File: src/hdl/lbr_pkg.sv
`default_nettype none

package lbr_pkg;

   localparam int LANES      = 3;
   localparam int DIV_STEPS  = 8;
   // Four stages of blend, one divider set-up stage and the divider steps.
   localparam int PIPE_DEPTH = 5 + DIV_STEPS;

   localparam logic [7:0] MAX8 = 8'd255;

   localparam logic CSR_SOURCE_OPACITY = 1'b0;
   localparam logic CSR_TARGET_OPACITY = 1'b1;

   // Alpha values that the lanes need at the stages where they use them.
   typedef struct packed {
      logic [7:0] sa1;
      logic [7:0] da1;
      logic [7:0] sa2;
      logic [7:0] da2;
      logic [7:0] ra4;
   } alpha_type;

   // round(a*b/255). The divide by 255 is done as (x + 1 + (x >> 8)) >> 8,
   // which is exact while the quotient stays at or below 255.
   function automatic logic [7:0] mul8(input logic [7:0] a, input logic [7:0] b);
      logic [15:0] x;
      logic [15:0] y;
      x = ({8'd0, a} * {8'd0, b}) + 16'd127;
      y = x + 16'd1 + (x >> 8);
      return y[15:8];
   endfunction

   function automatic logic [7:0] add8(input logic [7:0] a, input logic [7:0] b);
      logic [8:0] s;
      s = {1'b0, a} + {1'b0, b};
      return s[8] ? MAX8 : s[7:0];
   endfunction

endpackage

`default_nettype wire

File: src/hdl/lbr_div.sv
`default_nettype none

// Un-premultiply: min(255, (c*255 + a/2) / a), or 0 when a is 0.
// One set-up stage, then one quotient bit per stage.
module lbr_div (
   input  wire logic       clock,
   input  wire logic       en,
   input  wire logic [7:0] color,
   input  wire logic [7:0] alpha,
   output logic      [7:0] quot
);

   logic [15:0] rem_ff  [0:lbr_pkg::DIV_STEPS];
   logic [7:0]  den_ff  [0:lbr_pkg::DIV_STEPS];
   logic [7:0]  quot_ff [0:lbr_pkg::DIV_STEPS];
   logic        sat_ff  [0:lbr_pkg::DIV_STEPS];
   logic        zero_ff [0:lbr_pkg::DIV_STEPS];

   logic [15:0] num_in;

   assign num_in = ({color, 8'h00} - {8'h00, color}) + {9'h000, alpha[7:1]};

   always_ff @(posedge clock) begin
      if (en) begin
         rem_ff[0]  <= num_in;
         den_ff[0]  <= alpha;
         quot_ff[0] <= '0;
         // A quotient of 256 or more saturates.
         sat_ff[0]  <= num_in >= {alpha, 8'h00};
         zero_ff[0] <= alpha == 8'd0;
      end
   end

   for (genvar k = 0; k < lbr_pkg::DIV_STEPS; k++) begin : g_step
      logic [15:0] trial;
      logic        ge;
      logic [15:0] rem_in;
      logic [7:0]  quot_in;

      always_comb begin
         trial   = 16'({8'h00, den_ff[k]} << (lbr_pkg::DIV_STEPS - 1 - k));
         ge      = rem_ff[k] >= trial;
         rem_in  = ge ? rem_ff[k] - trial : rem_ff[k];
         quot_in = quot_ff[k] | (ge ? 8'(1 << (lbr_pkg::DIV_STEPS - 1 - k)) : 8'd0);
      end

      always_ff @(posedge clock) begin
         if (en) begin
            rem_ff[k+1]  <= rem_in;
            den_ff[k+1]  <= den_ff[k];
            quot_ff[k+1] <= quot_in;
            sat_ff[k+1]  <= sat_ff[k];
            zero_ff[k+1] <= zero_ff[k];
         end
      end
   end

   always_comb begin
      if (zero_ff[lbr_pkg::DIV_STEPS]) begin
         quot = 8'd0;
      end else if (sat_ff[lbr_pkg::DIV_STEPS]) begin
         quot = lbr_pkg::MAX8;
      end else begin
         quot = quot_ff[lbr_pkg::DIV_STEPS];
      end
   end

endmodule

`default_nettype wire

File: src/hdl/lbr_lane.sv
`default_nettype none

// One colour channel: premultiply, lighten select, then un-premultiply.
module lbr_lane (
   input  wire logic                   clock,
   input  wire logic                   en,
   input  wire logic [7:0]             src_c,
   input  wire logic [7:0]             dst_c,
   input  wire lbr_pkg::alpha_type     alpha,
   output logic      [7:0]             result
);

   logic [7:0] sc2_ff, dc2_ff;
   logic [7:0] sc3_ff, dc3_ff;
   logic [7:0] sd3_ff, ds3_ff, dinv3_ff, sinv3_ff;
   logic [7:0] res4_ff;
   logic [7:0] res4_in;

   always_comb begin
      if (sd3_ff > ds3_ff) begin
         res4_in = lbr_pkg::add8(sc3_ff, dinv3_ff);
      end else begin
         res4_in = lbr_pkg::add8(dc3_ff, sinv3_ff);
      end
   end

   always_ff @(posedge clock) begin
      if (en) begin
         sc2_ff   <= lbr_pkg::mul8(src_c, alpha.sa1);
         dc2_ff   <= lbr_pkg::mul8(dst_c, alpha.da1);
         sc3_ff   <= sc2_ff;
         dc3_ff   <= dc2_ff;
         sd3_ff   <= lbr_pkg::mul8(sc2_ff, alpha.da2);
         ds3_ff   <= lbr_pkg::mul8(dc2_ff, alpha.sa2);
         dinv3_ff <= lbr_pkg::mul8(dc2_ff, lbr_pkg::MAX8 - alpha.sa2);
         sinv3_ff <= lbr_pkg::mul8(sc2_ff, lbr_pkg::MAX8 - alpha.da2);
         res4_ff  <= res4_in;
      end
   end

   lbr_div u_div (
      .clock (clock),
      .en    (en),
      .color (res4_ff),
      .alpha (alpha.ra4),
      .quot  (result)
   );

endmodule

`default_nettype wire

File: config.mk
export PLATFORM = sky130hd
export DESIGN_NAME = lbr_lane
export DESIGN_NICKNAME = d
export VERILOG_FILES = /design/src/hdl/lbr_pkg.sv /design/src/hdl/lbr_div.sv /design/src/hdl/lbr_lane.sv
export SDC_FILE = /design/constraint.sdc
export NUM_CORES = 1
export LEC_CHECK = 0
export ABC_CLOCK_PERIOD_IN_PS = 12000
export BUFFER_PORTS_ARGS = -buffer_cell sky130_fd_sc_hd__buf_4
export CORE_UTILIZATION = 45
export DETAILED_ROUTE_END_ITERATION = 6
export HOLD_SLACK_MARGIN = 0.15
export SYNTH_ARGS = -nofsm -noshare
export SYNTH_HDL_FRONTEND = slang
export SYNTH_SLANG_ARGS = --single-unit
File: constraint.sdc
create_clock -name clock -period 12 [get_ports clock]
set_input_delay 0.6 -clock clock [delete_from_list [all_inputs] [get_ports clock]]
set_output_delay 0.6 -clock clock [all_outputs]
set_load 0.05 [all_outputs]
# Word level (Yosys, flattened, before mapping)
# Memory sizes are Yosys's and may differ from the RTL's.
# Cells that the tools add are included.
# totals
ff_bits,72
mem_bits_rw,306
inputBits,58
elab_cells,94
mem_count,5
# mem_list
memory,depth,word_bits,read_ports,rd_clocked_by_memory_dff,write_ports,line,text
u_div.rem_ff,9,16,8,0,9,lbr_div.sv:13,logic [15:0] rem_ff [0:lbr_pkg::DIV_STEPS];
u_div.den_ff,9,8,8,0,9,lbr_div.sv:14,logic [7:0] den_ff [0:lbr_pkg::DIV_STEPS];
u_div.quot_ff,9,8,9,0,9,lbr_div.sv:15,logic [7:0] quot_ff [0:lbr_pkg::DIV_STEPS];
u_div.sat_ff,9,1,9,0,9,lbr_div.sv:16,logic sat_ff [0:lbr_pkg::DIV_STEPS];
u_div.zero_ff,9,1,9,0,9,lbr_div.sv:17,logic zero_ff [0:lbr_pkg::DIV_STEPS];
# op_classes
addsub,32
mul,6
order_cmp,10
mux,23
bitwise,8
reduce_logical,1
# ops
operator,count
$mux 16,8
$add 16x1->16 const B,6
$add 16x7->16 const B,6
$add 16x8->16,6
$mul 8x8->16,6
$or 8x8->8,8
$mux 8,6
$sub 16x8->16,2
$add 8x8->9,2
$add 16x7->16,1
$ge 16x10->1,1
$ge 16x11->1,1
$ge 16x12->1,1
$ge 16x13->1,1
$ge 16x14->1,1
$ge 16x15->1,1
$ge 16x16->1,1
$ge 16x8->1,1
$ge 16x9->1,1
$sub 16x10->16,1
$sub 16x11->16,1
$sub 16x12->16,1
$sub 16x13->16,1
$sub 16x14->16,1
other kinds (12),15

# Logic depth before layout (Yosys ltp)
# depth
ltp_word,5
ltp_mapped,25
ltp_nobuf,24

# Hierarchy
# A second synthesis with hierarchy kept.
# unflattened
cells_unflattened,3039
area_unflattened_um2,31183.7
# modules_own_cells
module,instances,cells_each,area_each_um2
lbr_lane,1,2066,18931.9
lbr_div,1,973,12251.8

# Least setup slack after synthesis
# Ideal clock, no wire load.
# synth_path
path_type,input to register
startpoint,input port alpha[8] in the netlist's numbering
endpoint,"register sd3_ff[6], data pin"
setup_ns,0.261
arrival_ns,6.221
required_ns,11.739
slack_ns,5.518
stages,25
n_path_buf,1
path_cell_list,clkbuf_1 > nand2_1 > fa_1 > inv_1 > fa_1 > fa_1 > inv_1 > fa_1 > inv_1 > ha_1 > o21ai_0 > o21bai_1 > o221ai_1 > nor4b_1 > a2111oi_0 > inv_1 > ha_1 > a21oi_1 > o21ai_0 > a21oi_1 > o31ai_1 > maj3_1 > a21o_1 > o2111ai_1 > xnor2_1
# synth_via
elab_chain_cells,4
# synth_lines
item,line,text
"start, declared",lbr_lane.sv:9,"input wire lbr_pkg::alpha_type alpha,"
$mul 8x8->16 *,lbr_pkg.sv:29,"x = ({8'd0, a} * {8'd0, b}) + 16'd127;"
$add 16x7->16 *,lbr_pkg.sv:29,
$add 16x1->16,lbr_pkg.sv:30,y = x + 16'd1 + (x >> 8);
$add 16x8->16 *,lbr_pkg.sv:30,
"end signal, assigned",lbr_lane.sv:33,"sd3_ff <= lbr_pkg::mul8(sc2_ff, alpha.da2);"
"end, declared",lbr_lane.sv:15,"logic [7:0] sd3_ff, ds3_ff, dinv3_ff, sinv3_ff;"
# Every way passes the cells marked *; elsewhere a longest branch is shown, timed or not.
# A chain may end at the register's enable or synchronous reset.

# Worst setup path in the final report
# layout_path
startpoint,register sc2_ff[5]
endpoint,"register sd3_ff[2], data pin"
# layout_via
elab_chain_cells,4
# layout_lines
item,line,text
"start, declared",lbr_lane.sv:13,"logic [7:0] sc2_ff, dc2_ff;"
"start signal, assigned",lbr_lane.sv:29,"sc2_ff <= lbr_pkg::mul8(src_c, alpha.sa1);"
$mul 8x8->16 *,lbr_pkg.sv:29,
$add 16x7->16 *,lbr_pkg.sv:29,
$add 16x1->16,lbr_pkg.sv:30,
$add 16x8->16 *,lbr_pkg.sv:30,
# Marks and branches as above.

==> flow_metrics.env <==
export IMPL_die_h_um=264
export IMPL_io_buffers=65
export IMPL_stdcell_area_um2=33300
export IMPL_fillers=6141
export IMPL_max_freq_mhz=143
export IMPL_netlist_area_leader_share_pct=31.0
export IMPL_path_buf_inv=4
export IMPL_synth_cells=3004
export IMPL_period_needed_ns=7.02
export IMPL_antenna_found_initial=2
export IMPL_io_pins=66
export IMPL_area_delta_synth_final_pct=8.27
export IMPL_clkLatencyLatePin_ns=0.57
export IMPL_crit_required_ns=12.29
export IMPL_firstDrtPassIters=7
export IMPL_start_kind="register"
export IMPL_worst_setup_path_end_kind="register"
export IMPL_cpPeakStageDelay_ns=0.78
export IMPL_hold_violations=0
export IMPL_min_path_type="primary input to register"
export IMPL_crit_type="register to register"
export IMPL_yosysTopAreaCell="edfxtp_1"
export IMPL_hold_buffers=0
export IMPL_core_area_um2=67400
export IMPL_finClkSkew_ns=0.0234
export IMPL_synth_common_cells="inv_1, ha_1, edfxtp_1, fa_1, nand2_1"
export IMPL_syn_area_per_cell_um2=10.2
export IMPL_ant_nets=0
export IMPL_synth_edff_count=318
export IMPL_grt_pass1_wl_um=105000
export IMPL_antenna_cells=0
export IMPL_rsz0062_at_grt="false"
export IMPL_outcome="complete, no violations"
export IMPL_cts_tree="yes"
export IMPL_post_cts_resized=0
export IMPL_cp_depth=24
export IMPL_grt_max_degree=90
export IMPL_maxSlewViolCount=0
export IMPL_dpl_cell_area_um2=32200
export IMPL_overflow=0
export IMPL_synth_seq_cells=318
export IMPL_drtIter0Drc=938
export IMPL_cts_buffers=37
export IMPL_worstMarginPinSlew_ns=1.14
export IMPL_post_synth_top_count_cell="inv_1"
export IMPL_cts_buffer_depth=3
export IMPL_layout_worst_path_cycle_share_pct=58.5
export IMPL_drcViolationCount=0
export IMPL_grt_pass1_vias=21500
export IMPL_ys_types=78
export IMPL_drive_gt1_share_pct=5.06
export IMPL_die_w_um=264
export IMPL_finalWeightedCongestion=0.869
export IMPL_path_max_fanout=17
export IMPL_die_area_um2=69400
export IMPL_nets=3720
export IMPL_async_flop_share_pct=0
export IMPL_crit_slowest_cell="a2111oi_0"
export IMPL_syn_area_um2=30800
export IMPL_cts_root_buffer="clkbuf_16"
export IMPL_dpl_hpwl_um=47900
export IMPL_path_clk_slew_ns=0.07
export IMPL_wl_um=61400
export IMPL_htreeDepth=2
export IMPL_crit_chain="nand2_1 -> fa_1 -> inv_1 -> fa_1 -> fa_1 -> inv_1 -> fa_1 -> inv_1 -> ha_1 -> o21ai_0 -> o21bai_1 -> o221ai_1 -> nor4b_1 -> a2111oi_0 -> inv_1 -> ha_1 -> a21oi_1 -> o21ai_0 -> a21oi_1 -> o31ai_1 -> maj3_1 -> a21o_1 -> o21ai_0 -> xnor2_1"
export IMPL_hold_ws_ns=0.255
export IMPL_setup_violations=0
export IMPL_cp_top_family="adder cells"
export IMPL_tns_ns=0
export IMPL_grt_usage_pct=18.2
export IMPL_dp_cells=3891
export IMPL_cap_viol_max_count=0
export IMPL_avgRoutedWirePerCell_um=15.5
export IMPL_clock_sinks=318
export IMPL_synth_fp_nets=3667
export IMPL_max_slew_margin_pct=23.4
export IMPL_fin_cells=3954
export IMPL_ys_warn_count=0
export IMPL_synth_flop_cell="edfxtp_1"
export IMPL_synth_area_leaders="edfxtp_1, fa_1, ha_1, inv_1, xnor2_1"
export IMPL_r2r_cells=24
export IMPL_avgViaCountPerCell=5.28
export IMPL_start_util_pct=45.7
export IMPL_post_cts_setup_buffer_count=0
export IMPL_vias=20900
export IMPL_arrival_ns=7.31
export IMPL_num_rows=95
export IMPL_whs_path_depth=1
export IMPL_ys_seq_area_share_pct=31.0
==> path summary, 6_finish.rpt <==
path	start	endpoint	slack (ns)
max reg2reg	sc2_ff[5]	sd3_ff[2]	4.98
min reg2reg	u_div.quot_ff[0][47]	u_div.quot_ff[0][55]	0.42
max	sc2_ff[5]	sd3_ff[2]	4.98
min	alpha[0]	u_div.den_ff[0][0]	0.26
==> metal layers <==
metal	track usage, %	up-vias	wire length [µm]
li1	-	10200	-
met1	24.2	10300	28500
met2	31.3	301	29500
met3	2.38	83	2160
met4	4.77	4	1220
met5	0	-	32
==> cells in the final DEF (no fill, tap or decap), types with 8 or more instances in the layout <==
cell | synthesis | layout
nor2_1 | 136 | 136
xnor2_1 | 145 | 145
nand4_1 | 23 | 23
nand3b_1 | 8 | 8
or3_1 | 12 | 12
a21oi_1 | 153 | 153
edfxtp_1 | 318 | 318
or4_1 | 9 | 9
o21ai_0 | 83 | 83
a21boi_0 | 22 | 22
buf_4 | 3 | 68
inv_1 | 494 | 494
ha_1 | 343 | 343
nor4_1 | 12 | 12
nand2_1 | 177 | 177
fa_1 | 262 | 262
clkbuf_16 | 0 | 38
xor2_1 | 63 | 63
nand3_1 | 32 | 32
o21bai_1 | 10 | 10
o211ai_1 | 8 | 8
nor3_1 | 37 | 37
a21o_1 | 52 | 52
o21a_1 | 20 | 20
and2_1 | 167 | 167
nand2b_1 | 74 | 74
nor2b_1 | 115 | 115
a211oi_1 | 16 | 16
o31ai_1 | 8 | 8
clkbuf_1 | 50 | 12
nand4b_1 | 8 | 8
==> flip-flops by register name, indices dropped and copies added, names as in the netlist <==
name / cells
sd3_ff: 8
u_div.quot_ff: 36
sinv3_ff: 8
ds3_ff: 8
dinv3_ff: 8
sc3_ff: 8
dc2_ff: 8
dc3_ff: 8
u_div.zero_ff: 9
res4_ff: 8
sc2_ff: 8
u_div.sat_ff: 9
u_div.rem_ff: 128
u_div.den_ff: 64
==> worst reg2reg max path: stages (launching register included) <==
cell       delay, ns
edfxtp_1        0.72
nand2_1         0.17
fa_1            0.55
inv_1           0.05
fa_1            0.48
fa_1            0.54
inv_1           0.05
fa_1            0.47
inv_1           0.04
ha_1            0.33
o21ai_0         0.11
o21bai_1        0.26
o221ai_1        0.20
nor4b_1         0.17
a2111oi_0       0.78
inv_1           0.11
ha_1            0.34
a21oi_1         0.12
o21ai_0         0.09
a21oi_1         0.14
o31ai_1         0.10
maj3_1          0.36
a21o_1          0.23
o21ai_0         0.22
xnor2_1         0.09
==> per-stage QoR <==
| step | worst slack, ns | util (%) |
|---|---|---|
| after CTS | 5.00 | 49.4 |
| final | 4.98 | 49.4 |
| after global routing | 4.53 | 49.4 |
| after floorplan | 5.52 | - |
| after global placement | 5.11 | 47.7 |
| after detailed placement | 4.98 | 47.7 |
==> kinds of logic after synthesis <==
kind of cell	after synthesis	synth area share (%)
compound gates	463	9.97
xor+xnor	211	6.12
fa+ha+maj	609	31.1
buf+inv	549	6.74
flops	318	31.0
mux	9	0.313
simple gates	845	14.7
==> layout make-up <==
type / instances / area [µm²] / area share (%)
clock buffer: 50 / 996 / 2.99
clock inverter: 13 / 153 / 0.458
inverter: 494 / 1850 / 5.56
multi-input combinational: 2137 / 19200 / 57.5
sequential: 318 / 9550 / 28.7
tap: 873 / 1090 / 3.28
timing repair buffer: 69 / 526 / 1.58
Power is not shown: default switching activity piles up to over one toggle a cycle in this logic, so the estimate is an artifact.
